--- src/design/rv32_pkg.sv ---
// Shared types and constants for the RV32IM execute block.
`default_nettype none
package rv32_pkg;
  localparam int unsigned MemWordsDefault = 4096;
  localparam logic [31:0] BaseReset = 32'h8000_0000;
  localparam logic [31:0] CauseEcall = 32'h0000_000b;
  localparam logic [31:0] HalfSignFill = 32'hffff_0000;
  localparam logic [4:0] ShiftMask = 5'h1f;

  localparam logic [11:0] CsrMstatus = 12'h300;
  localparam logic [11:0] CsrMtvec = 12'h305;
  localparam logic [11:0] CsrMepc = 12'h341;
  localparam logic [11:0] CsrMcause = 12'h342;

  localparam logic [6:0] OpLui = 7'h37;
  localparam logic [6:0] OpAuipc = 7'h17;
  localparam logic [6:0] OpJal = 7'h6f;
  localparam logic [6:0] OpJalr = 7'h67;
  localparam logic [6:0] OpBranch = 7'h63;
  localparam logic [6:0] OpLoad = 7'h03;
  localparam logic [6:0] OpStore = 7'h23;
  localparam logic [6:0] OpImm = 7'h13;
  localparam logic [6:0] OpReg = 7'h33;
  localparam logic [6:0] OpSystem = 7'h73;

  localparam logic [31:0] InsEcall = 32'h0000_0073;
  localparam logic [31:0] InsEbreak = 32'h0010_0073;
  localparam logic [31:0] InsMret = 32'h3020_0073;

  localparam logic [1:0] StatusNormal = 2'd0;
  localparam logic [1:0] StatusHalt = 2'd1;
  localparam logic [1:0] StatusInvalid = 2'd2;
  localparam logic [1:0] StatusPreload = 2'd3;

  typedef enum logic [5:0] {
    ST_IDLE  = 6'b000001,
    ST_READ  = 6'b000010,
    ST_EXEC  = 6'b000100,
    ST_DIV   = 6'b001000,
    ST_WRITE = 6'b010000,
    ST_DONE  = 6'b100000
  } state_t;

  typedef struct packed {
    logic start;
    logic read;
    logic exec;
    logic div_step;
    logic write;
  } cmd_t;

  typedef struct packed {
    logic is_div;
    logic div_done;
  } stat_t;
endpackage
`default_nettype wire

--- src/design/rv32_ctrl.sv ---
// Sequencing state machine for the RV32IM execute block.
`default_nettype none
module rv32_ctrl (
  input  wire logic clk,
  input  wire logic rst,
  input  wire logic in_valid,
  output logic in_ready,
  output logic out_valid,
  input  wire logic out_ready,
  input  wire rv32_pkg::stat_t stat,
  output rv32_pkg::cmd_t cmd
);
  rv32_pkg::state_t state, state_next;
  logic held, held_next;

  assign in_ready = state == rv32_pkg::ST_IDLE;
  assign out_valid = held;

  always_comb begin
    state_next = state;
    held_next = held && !out_ready;
    cmd = '0;
    case (state)
      rv32_pkg::ST_IDLE: if (in_valid) begin
        cmd.start = 1'b1;
        state_next = rv32_pkg::ST_READ;
      end
      rv32_pkg::ST_READ: begin
        cmd.read = 1'b1;
        state_next = rv32_pkg::ST_EXEC;
      end
      rv32_pkg::ST_EXEC: begin
        cmd.exec = 1'b1;
        state_next = stat.is_div ? rv32_pkg::ST_DIV : rv32_pkg::ST_WRITE;
      end
      rv32_pkg::ST_DIV: begin
        cmd.div_step = 1'b1;
        if (stat.div_done) state_next = rv32_pkg::ST_WRITE;
      end
      rv32_pkg::ST_WRITE: if (!held || out_ready) begin
        cmd.write = 1'b1;
        held_next = 1'b1;
        state_next = rv32_pkg::ST_IDLE;
      end
      default: state_next = rv32_pkg::ST_IDLE;
    endcase
  end

  always_ff @(posedge clk) begin
    if (rst) begin
      state <= rv32_pkg::ST_IDLE;
      held <= 1'b0;
    end else begin
      state <= state_next;
      held <= held_next;
    end
  end
endmodule
`default_nettype wire

--- config.mk ---
export PLATFORM = sky130hd
export DESIGN_NAME = rv32_ctrl
export DESIGN_NICKNAME = d
export VERILOG_FILES = /design/src/design/rv32_pkg.sv /design/src/design/rv32_ctrl.sv
export SDC_FILE = /design/constraint.sdc
export NUM_CORES = 1
export LEC_CHECK = 0
export BUFFER_PORTS_ARGS = -buffer_cell sky130_fd_sc_hd__buf_2
export CAP_MARGIN = 20
export CELL_PAD_IN_SITES_DETAIL_PLACEMENT = 1
export CELL_PAD_IN_SITES_GLOBAL_PLACEMENT = 1
export CORE_AREA = 8 8 45 47
export CTS_CLUSTER_SIZE = 16
export DETAILED_ROUTE_END_ITERATION = 8
export DIE_AREA = 0 0 53 55
export GPL_ROUTABILITY_DRIVEN = 1
export PLACE_DENSITY_LB_ADDON = 0.1
export SLEW_MARGIN = 20
export SYNTH_ARGS = -nofsm -noshare
export SYNTH_HDL_FRONTEND = slang
export SYNTH_SLANG_ARGS = --single-unit
--- constraint.sdc ---
create_clock -name clk -period 1.2 [get_ports clk]
set_clock_uncertainty 0.1 [all_clocks]
set_input_delay 0.06 -clock clk [delete_from_list [all_inputs] [get_ports clk]]
set_output_delay 0.06 -clock clk [all_outputs]
set_load 0.02 [all_outputs]
==> flow_summary_export.csv, run 1 <==
group,metric,value,unit
synthesis,synthXorXnorAreaFrac,0,%
detailed_routing,antenna_left,0,
placement,pre_cts_slack,-0.213,ns
synthesis,netlist_area,342,um^2
detailed_routing,vias,455,
setup_path,cp.required,1.04,ns
synthesis,synthAdderAreaFrac,0,%
sta,hold_viol,0,
setup_path,cp-start-kind,"register",
cts,h-tree-depth,1,
synthesis,synthArstFlopShare,0,%
synthesis,seq_area_frac_synth,35.2,%
outcome,violations,"design-rule violations, negative setup slack",
finish,nFillCells,155,
floorplan,dieArea,2920,um^2
setup_path,worst_path_max_delay_cell,"dfxtp_4",
setup_path,worstSetupPathType,"register to output port",
cts,cts_made_buffers,3,
floorplan,rows,14,
floorplan,die_y,55,um
floorplan,ios,13,
setup_path,path_buf_inv,2,
synthesis,synthTopCellsByArea,"dfxtp_1 (35%), nand2_1 (5.5%), nand2b_1 (5.5%), nor3_1 (4.4%), a221oi_2 (4.4%)",
global_route,grt_max_degree,7,
synthesis,synth.avg_cell_area,8.33,um^2
sta,fin_tns_setup,-2.57,ns
finish,drive_above_1_share,75.0,%
synthesis,synthFlopType,"dfxtp_1",
placement,gp_congestion,0.715,
sta,finalWorstSetupSlack,-0.314,ns
floorplan,start_util,24.7,%
sta,timing.final.crit_share,126,%
sta,relSlewSlack,79.5,%
placement,dp_hpwl,1.00,mm
finish,area_growth_syn_to_layout,122,%
detailed_routing,vias_per_cell,4.95,
detailed_routing,wl_per_cell,16.9,um
global_route,antenna_found_initial,0,
setup_path,cp.arrival,1.35,ns
flow_run,cap_violations,0,
finish,n_antenna_cell,0,
pwr,power,1.59,mW
pwr,max-vdd-ir-drop,1170,uV
setup_path,cp_max_fo,5,
sta,finalSetupViolCount,12,
synthesis,yosys.area.top_type,"dfxtp_1",
detailed_routing,wl,1.55,mm
synthesis,syn_nets,47,
synthesis,yosys.area_share.simple,38.5,%
finish,utilization,54.8,%
synthesis,synth_top_cell_area_share,35.2,%
synthesis,yosys_warnings,0,
synthesis,netlist_instances,41,
detailed_routing,drt-pass1-iter-count,7,
sta,final.min_clock_period,1.51,ns
cts,clk_pin_slew,0.05,ns
synthesis,synth_edf_count,0,
floorplan,dieWidth,53,um
cts,root_buffer,"clkbuf_4",
setup_path,cp_top_family,"simple AND/OR/NAND/NOR gates",
floorplan,coreArea,1380,um^2
detailed_routing,drt-initial-drc-count,7,
synthesis,synth_top_family_by_area,"simple AND/OR/NAND/NOR gates",
synthesis,yosysMostFrequentCell,"dfxtp_1",
global_route,overflow,0,
global_route,grt_pass1_wl,2.33,mm
synthesis,ys_ff_latch,6,
sta,fmax,661,MHz
pwr,power_density,2100,nW/um^2
setup_path,crit_chain,"nor3_4 -> nand3b_1 -> inv_2 -> and2_4 -> buf_6",
finish,nets,84,
setup_path,cpPeakStageDelay,0.37,ns
cts,clock_sinks,6,
global_route,grt_usage,11.2,%
setup_path,end_kind,"output port",
placement,dp_cells,74,
finish,final_cells,92,
sta,worst_pin_slew,0.307,ns
detailed_routing,drc,1,
cts,cts_tree,"built",
finish,multi_input_area,305,um^2
sta,slew_violations,0,
cts,clock_latency,0.25,ns
cts,clockBufferDepth,2,
synthesis,synth_compound_area_share,22.0,%
synthesis,yosysUniqueCellTypes,23,
sta,grt_setup_unrepaired,"yes",
global_route,grt_pass1_vias,511,
synthesis,synthMuxAreaShare,0,%
min_path,hold_class,"input pin to register",
placement,io_buffers,12,
outcome,status,"complete, but fails checks",
pwr,p_leak,0.323,nW
finish,seqCellArea,139,um^2
synthesis,netlist_top_cells_count,"dfxtp_1 (6), nand2_1 (5), inv_1 (4), nand2b_1 (3), nor3_1 (3)",
==> cell type report <==
type,instances,share of cell area (%)
clock buffer,3,2.97
sequential,6,18.3
inverter,4,1.98
timing repair buffer,32,33.8
tap,16,2.64
multi-input combinational,31,40.3
==> path summary, 6_finish.rpt <==
path	start	end	slack (ns)	cells after the start
setup / recovery	state[4]	cmd[4]	-0.31	5
hold / removal	stat[0]	state[3]	0.04	3
setup reg to reg	state[0]	state[4]	-0.27	4
hold reg to reg	state[4]	state[4]	0.47	2
==> sequential cells by signal (all words and copies together), names as in the netlist <==
| register | count |
|---|---|
| state | 5 |
| out_valid | 1 |
==> power by group <==
part	leakage, nW	internal [mW]	switching, mW
registers	0.0521	0.263	0.0957
logic	0.257	0.603	0.432
clock network	0.0138	0.114	0.0863
==> layout by cell type (no fill, tap or decap) <==
| cell | count |
|---|---|
| nand2_1 | 3 |
| nand3_2 | 1 |
| nor2_1 | 1 |
| nor2b_4 | 1 |
| nor3_2 | 2 |
| dfxtp_4 | 5 |
| or2_1 | 1 |
| a211oi_2 | 1 |
| nand2b_1 | 3 |
| o221ai_4 | 1 |
| and2_4 | 1 |
| buf_2 | 6 |
| a221oi_2 | 1 |
| inv_2 | 2 |
| nand2_2 | 2 |
| nor4_4 | 2 |
| nor3_4 | 2 |
| a31oi_1 | 1 |
| o41ai_2 | 1 |
| o21a_1 | 1 |
| o21ai_0 | 2 |
| a21oi_2 | 1 |
| inv_1 | 2 |
| buf_4 | 17 |
| dfxtp_1 | 1 |
| clkbuf_4 | 3 |
| dlygate4sd3_1 | 2 |
| buf_6 | 7 |
| and3_2 | 1 |
| nand3b_1 | 2 |
==> what timing repair did <==
action                                 CTS  global route
setup buffers                            6             7
hold buffers                             2             0
pin swaps                                6             7
resized for setup                       19            20
setup endpoints to repair               11            12
cloned                                   0             0
endpoints found under the hold margin    5             0
==> worst register-to-register path: stages, from the launching register on <==
cell      delay, ns
dfxtp_4        0.37
nor4_4         0.30
nand2_2        0.13
o21a_1         0.22
a221oi_2       0.24
==> stage by stage <==
step / cell area (um^2) / hold WS (ns)
final: 758 / 0.0433
after global routing: 758 / 0.0534
after CTS: 618 / 0.0231
after detailed placement: 470 / 0.231
after global placement: 470 / 0.221
after floorplan: 353 / 0.0262
==> routing by layer <==
| metal | global-route usage [%] | part of all wire, % |
|---|---|---|
| met5 | 0 | 0 |
| met4 | 5.17 | 0.84 |
| met3 | 3.48 | 2.8 |
| met2 | 20.3 | 52 |
| met1 | 11.5 | 44 |
==> logic make-up after synthesis <==
kind of cell | count (synthesis)
AO/OA/AOI/OAI | 9
flip-flops | 6
buffers and inverters | 4
AND/OR/NAND/NOR | 22
Note: power is estimated with default switching activity, not from simulation.
==> run 2, diff against run 1 <==
--- a/config.mk
+++ b/config.mk
@@ -7,5 +7,4 @@
 export LEC_CHECK = 0
 export BUFFER_PORTS_ARGS = -buffer_cell sky130_fd_sc_hd__buf_2
-export CAP_MARGIN = 20
 export CELL_PAD_IN_SITES_DETAIL_PLACEMENT = 1
 export CELL_PAD_IN_SITES_GLOBAL_PLACEMENT = 1
==> constraint.sdc (replaced) <==
create_clock -name clk -period 1.2 [get_ports clk]
set_clock_uncertainty 0.1 [all_clocks]
set_input_delay 0.24 -clock clk [delete_from_list [all_inputs] [get_ports clk]]
set_output_delay 0.24 -clock clk [all_outputs]
set_load 0.02 [all_outputs]
==> run 2 against run 1 <==
The flow finishes with violations (negative setup slack). First-iteration DRC count shrank 100%. Worst setup slack lost 0.12 ns. Clock power shrank 8%. Total power grew 4.3%. Non-clock buffer count grew 2. Register-to-register slack lost 0.14 ns. Sequential power shrank 1%. Global-route usage grew 0.42 points. Maximum frequency shrank 7.4%. Utilization grew 4.2 points. Critical endpoint unchanged. Largest power group unchanged. Highest routed layer is now met3.
==> flow_summary_export.csv, run 2 (synthesis results as in run 1) <==
group,metric,value,unit
outcome,status,"complete, but fails checks",
outcome,violations,"negative setup slack",
global_route,grt_usage,11.6,%
cts,cts-hold-fix-buffers,0,
setup_path,cp_max_fo,4,
placement,gp_congestion,0.665,
floorplan,die_y,55,um
pwr,power_density,2040,nW/um^2
setup_path,cp.arrival,1.30,ns
sta,hold_viol,0,
sta,slew_violations,0,
cts,clk_pin_slew,0.05,ns
sta,worst_pin_slew,0.303,ns
placement,place_area,509,um^2
sta,finalSetupViolCount,12,
sta,fmax,611,MHz
global_route,grt_pass1_wl,2.46,mm
sta,grt_setup_unrepaired,"yes",
min_path,hold_class,"input pin to register",
floorplan,dieWidth,53,um
pwr,power.switching,0.637,mW
finish,n_antenna_cell,0,
pwr,p_int,1.03,mW
detailed_routing,vias,449,
cts,h-tree-depth,1,
global_route,antenna_found_initial,0,
pwr,swShare,38.3,%
setup_path,cp.required,0.86,ns
detailed_routing,drt-initial-drc-count,0,
pwr,power,1.66,mW
sta,final.min_clock_period,1.64,ns
finish,regMostFlops,"state",
setup_path,reg2regPathDepth,6,
setup_path,cp-start-kind,"register",
pwr,p_leak,0.361,nW
finish,design_area,816,um^2
finish,nets,86,
finish,largest_reg_flops,5,
sta,finalWorstSetupSlack,-0.435,ns
finish,final_cell_mix,"buf_4 (16), buf_6 (10), buf_2 (7)",
detailed_routing,wl_per_cell,16.8,um
setup_path,r2r_end,"state[4]",
global_route,grt_max_degree,7,
finish,area_growth_syn_to_layout,139,%
detailed_routing,wl,1.58,mm
floorplan,start_util,24.7,%
finish,layout_commonest_cell,"buf_4",
finish,drive_above_1_share,82.1,%
cts,clock_sinks,6,
sta,timing.final.crit_share,136,%
placement,io_buffers,12,
floorplan,rows,14,
cts,cts_tree,"built",
detailed_routing,drt-pass1-iter-count,1,
placement,pre_cts_slack,-0.312,ns
placement,dp_hpwl,1.08,mm
setup_path,end_kind,"output port",
min_path,min_from,"rst",
cts,root_buffer,"clkbuf_4",
setup_path,worstSetupPathType,"register to output port",
floorplan,dieArea,2920,um^2
pwr,max-vdd-ir-drop,935,uV
min_path,holdPathStages,2,
min_path,min_to,"state[4]",
detailed_routing,vias_per_cell,4.78,
floorplan,ios,13,
global_route,grt_pass1_vias,521,
detailed_routing,drc,0,
detailed_routing,antenna_left,0,
pwr,power_frac_clock,11.1,%
global_route,overflow,0,
cts,clock_latency,0.24,ns
cts,cts_made_buffers,3,
floorplan,coreArea,1380,um^2
flow_run,cap_violations,0,
pwr,power_frac_comb,67.6,%
pwr,seq_power_share,21.3,%
setup_path,r2r-start,"state[0]",
setup_path,reg2reg_slack,-0.41,ns
sta,relSlewSlack,79.8,%
cts,clockBufferDepth,2,
==> run 2: worst max path at each step <==
stage / end / cells after the start / startpoint
global route: cmd[4] / 5 / state[3]
detailed placement: state[4] / 4 / state[3]
CTS: cmd[4] / 5 / state[3]
floorplan: cmd[4] / 4 / state[4]
finish: cmd[4] / 5 / state[4]
global placement: state[4] / 4 / state[3]
==> run 2: layout make-up <==
type / instances / area, um^2
repair buffers: 34 / 288
inverters: 4 / 15.0
multi-input cells: 31 / 332
clock buffers: 3 / 22.5
flip-flops and latches: 6 / 139
well taps: 16 / 20.0
fillers: 155 / 568
==> run 2: timing repair <==
item,CTS,global route
endpoints found under the setup margin,12,12
setup buffers,12,4
pin swaps,8,9
resized for setup,29,14
==> run 2: through the flow <==
step                      TNS [ns]  instances  util [%]  hold WS [ns]
after floorplan             -0.593         41         -         0.199
after global placement       -1.91         78      36.8         0.384
after detailed placement     -2.58         78      36.8         0.390
after CTS                    -3.83         92      53.1         0.147
after global routing         -4.97         94      59.0         0.173
final                        -4.36         94      59.0         0.184
==> run 2: per-layer routing <==
| metal | part of all wire (%) | vias up | global-route usage, % |
|---|---|---|---|
| li1 | - | 225 | - |
| met2 | 59 | 7 | 23.0 |
| met3 | 5.4 | 0 | 5.35 |
| met5 | 0 | - | 0 |
| met4 | 0 | 0 | 0 |
| met1 | 36 | 217 | 11.2 |
==> run 2: power by group through the flow <==
stage	combinational [mW]	clock [mW]	sequential (mW)
4_1_cts	0.945	0.196	0.335
2_1_floorplan	0.320	0	0.310
3_5_place_dp	0.590	0	0.304
5_1_grt	1.21	0.208	0.360
3_3_place_gp	0.570	0	0.300
6_report	1.12	0.185	0.354
==> run 2: worst max-delay path, stage by stage, from the launching register on <==
cell and delay (ns):
dfxtp_4 0.37, nor3_4 0.19, nand3b_1 0.16, inv_2 0.09
and2_4 0.13, buf_6 0.11
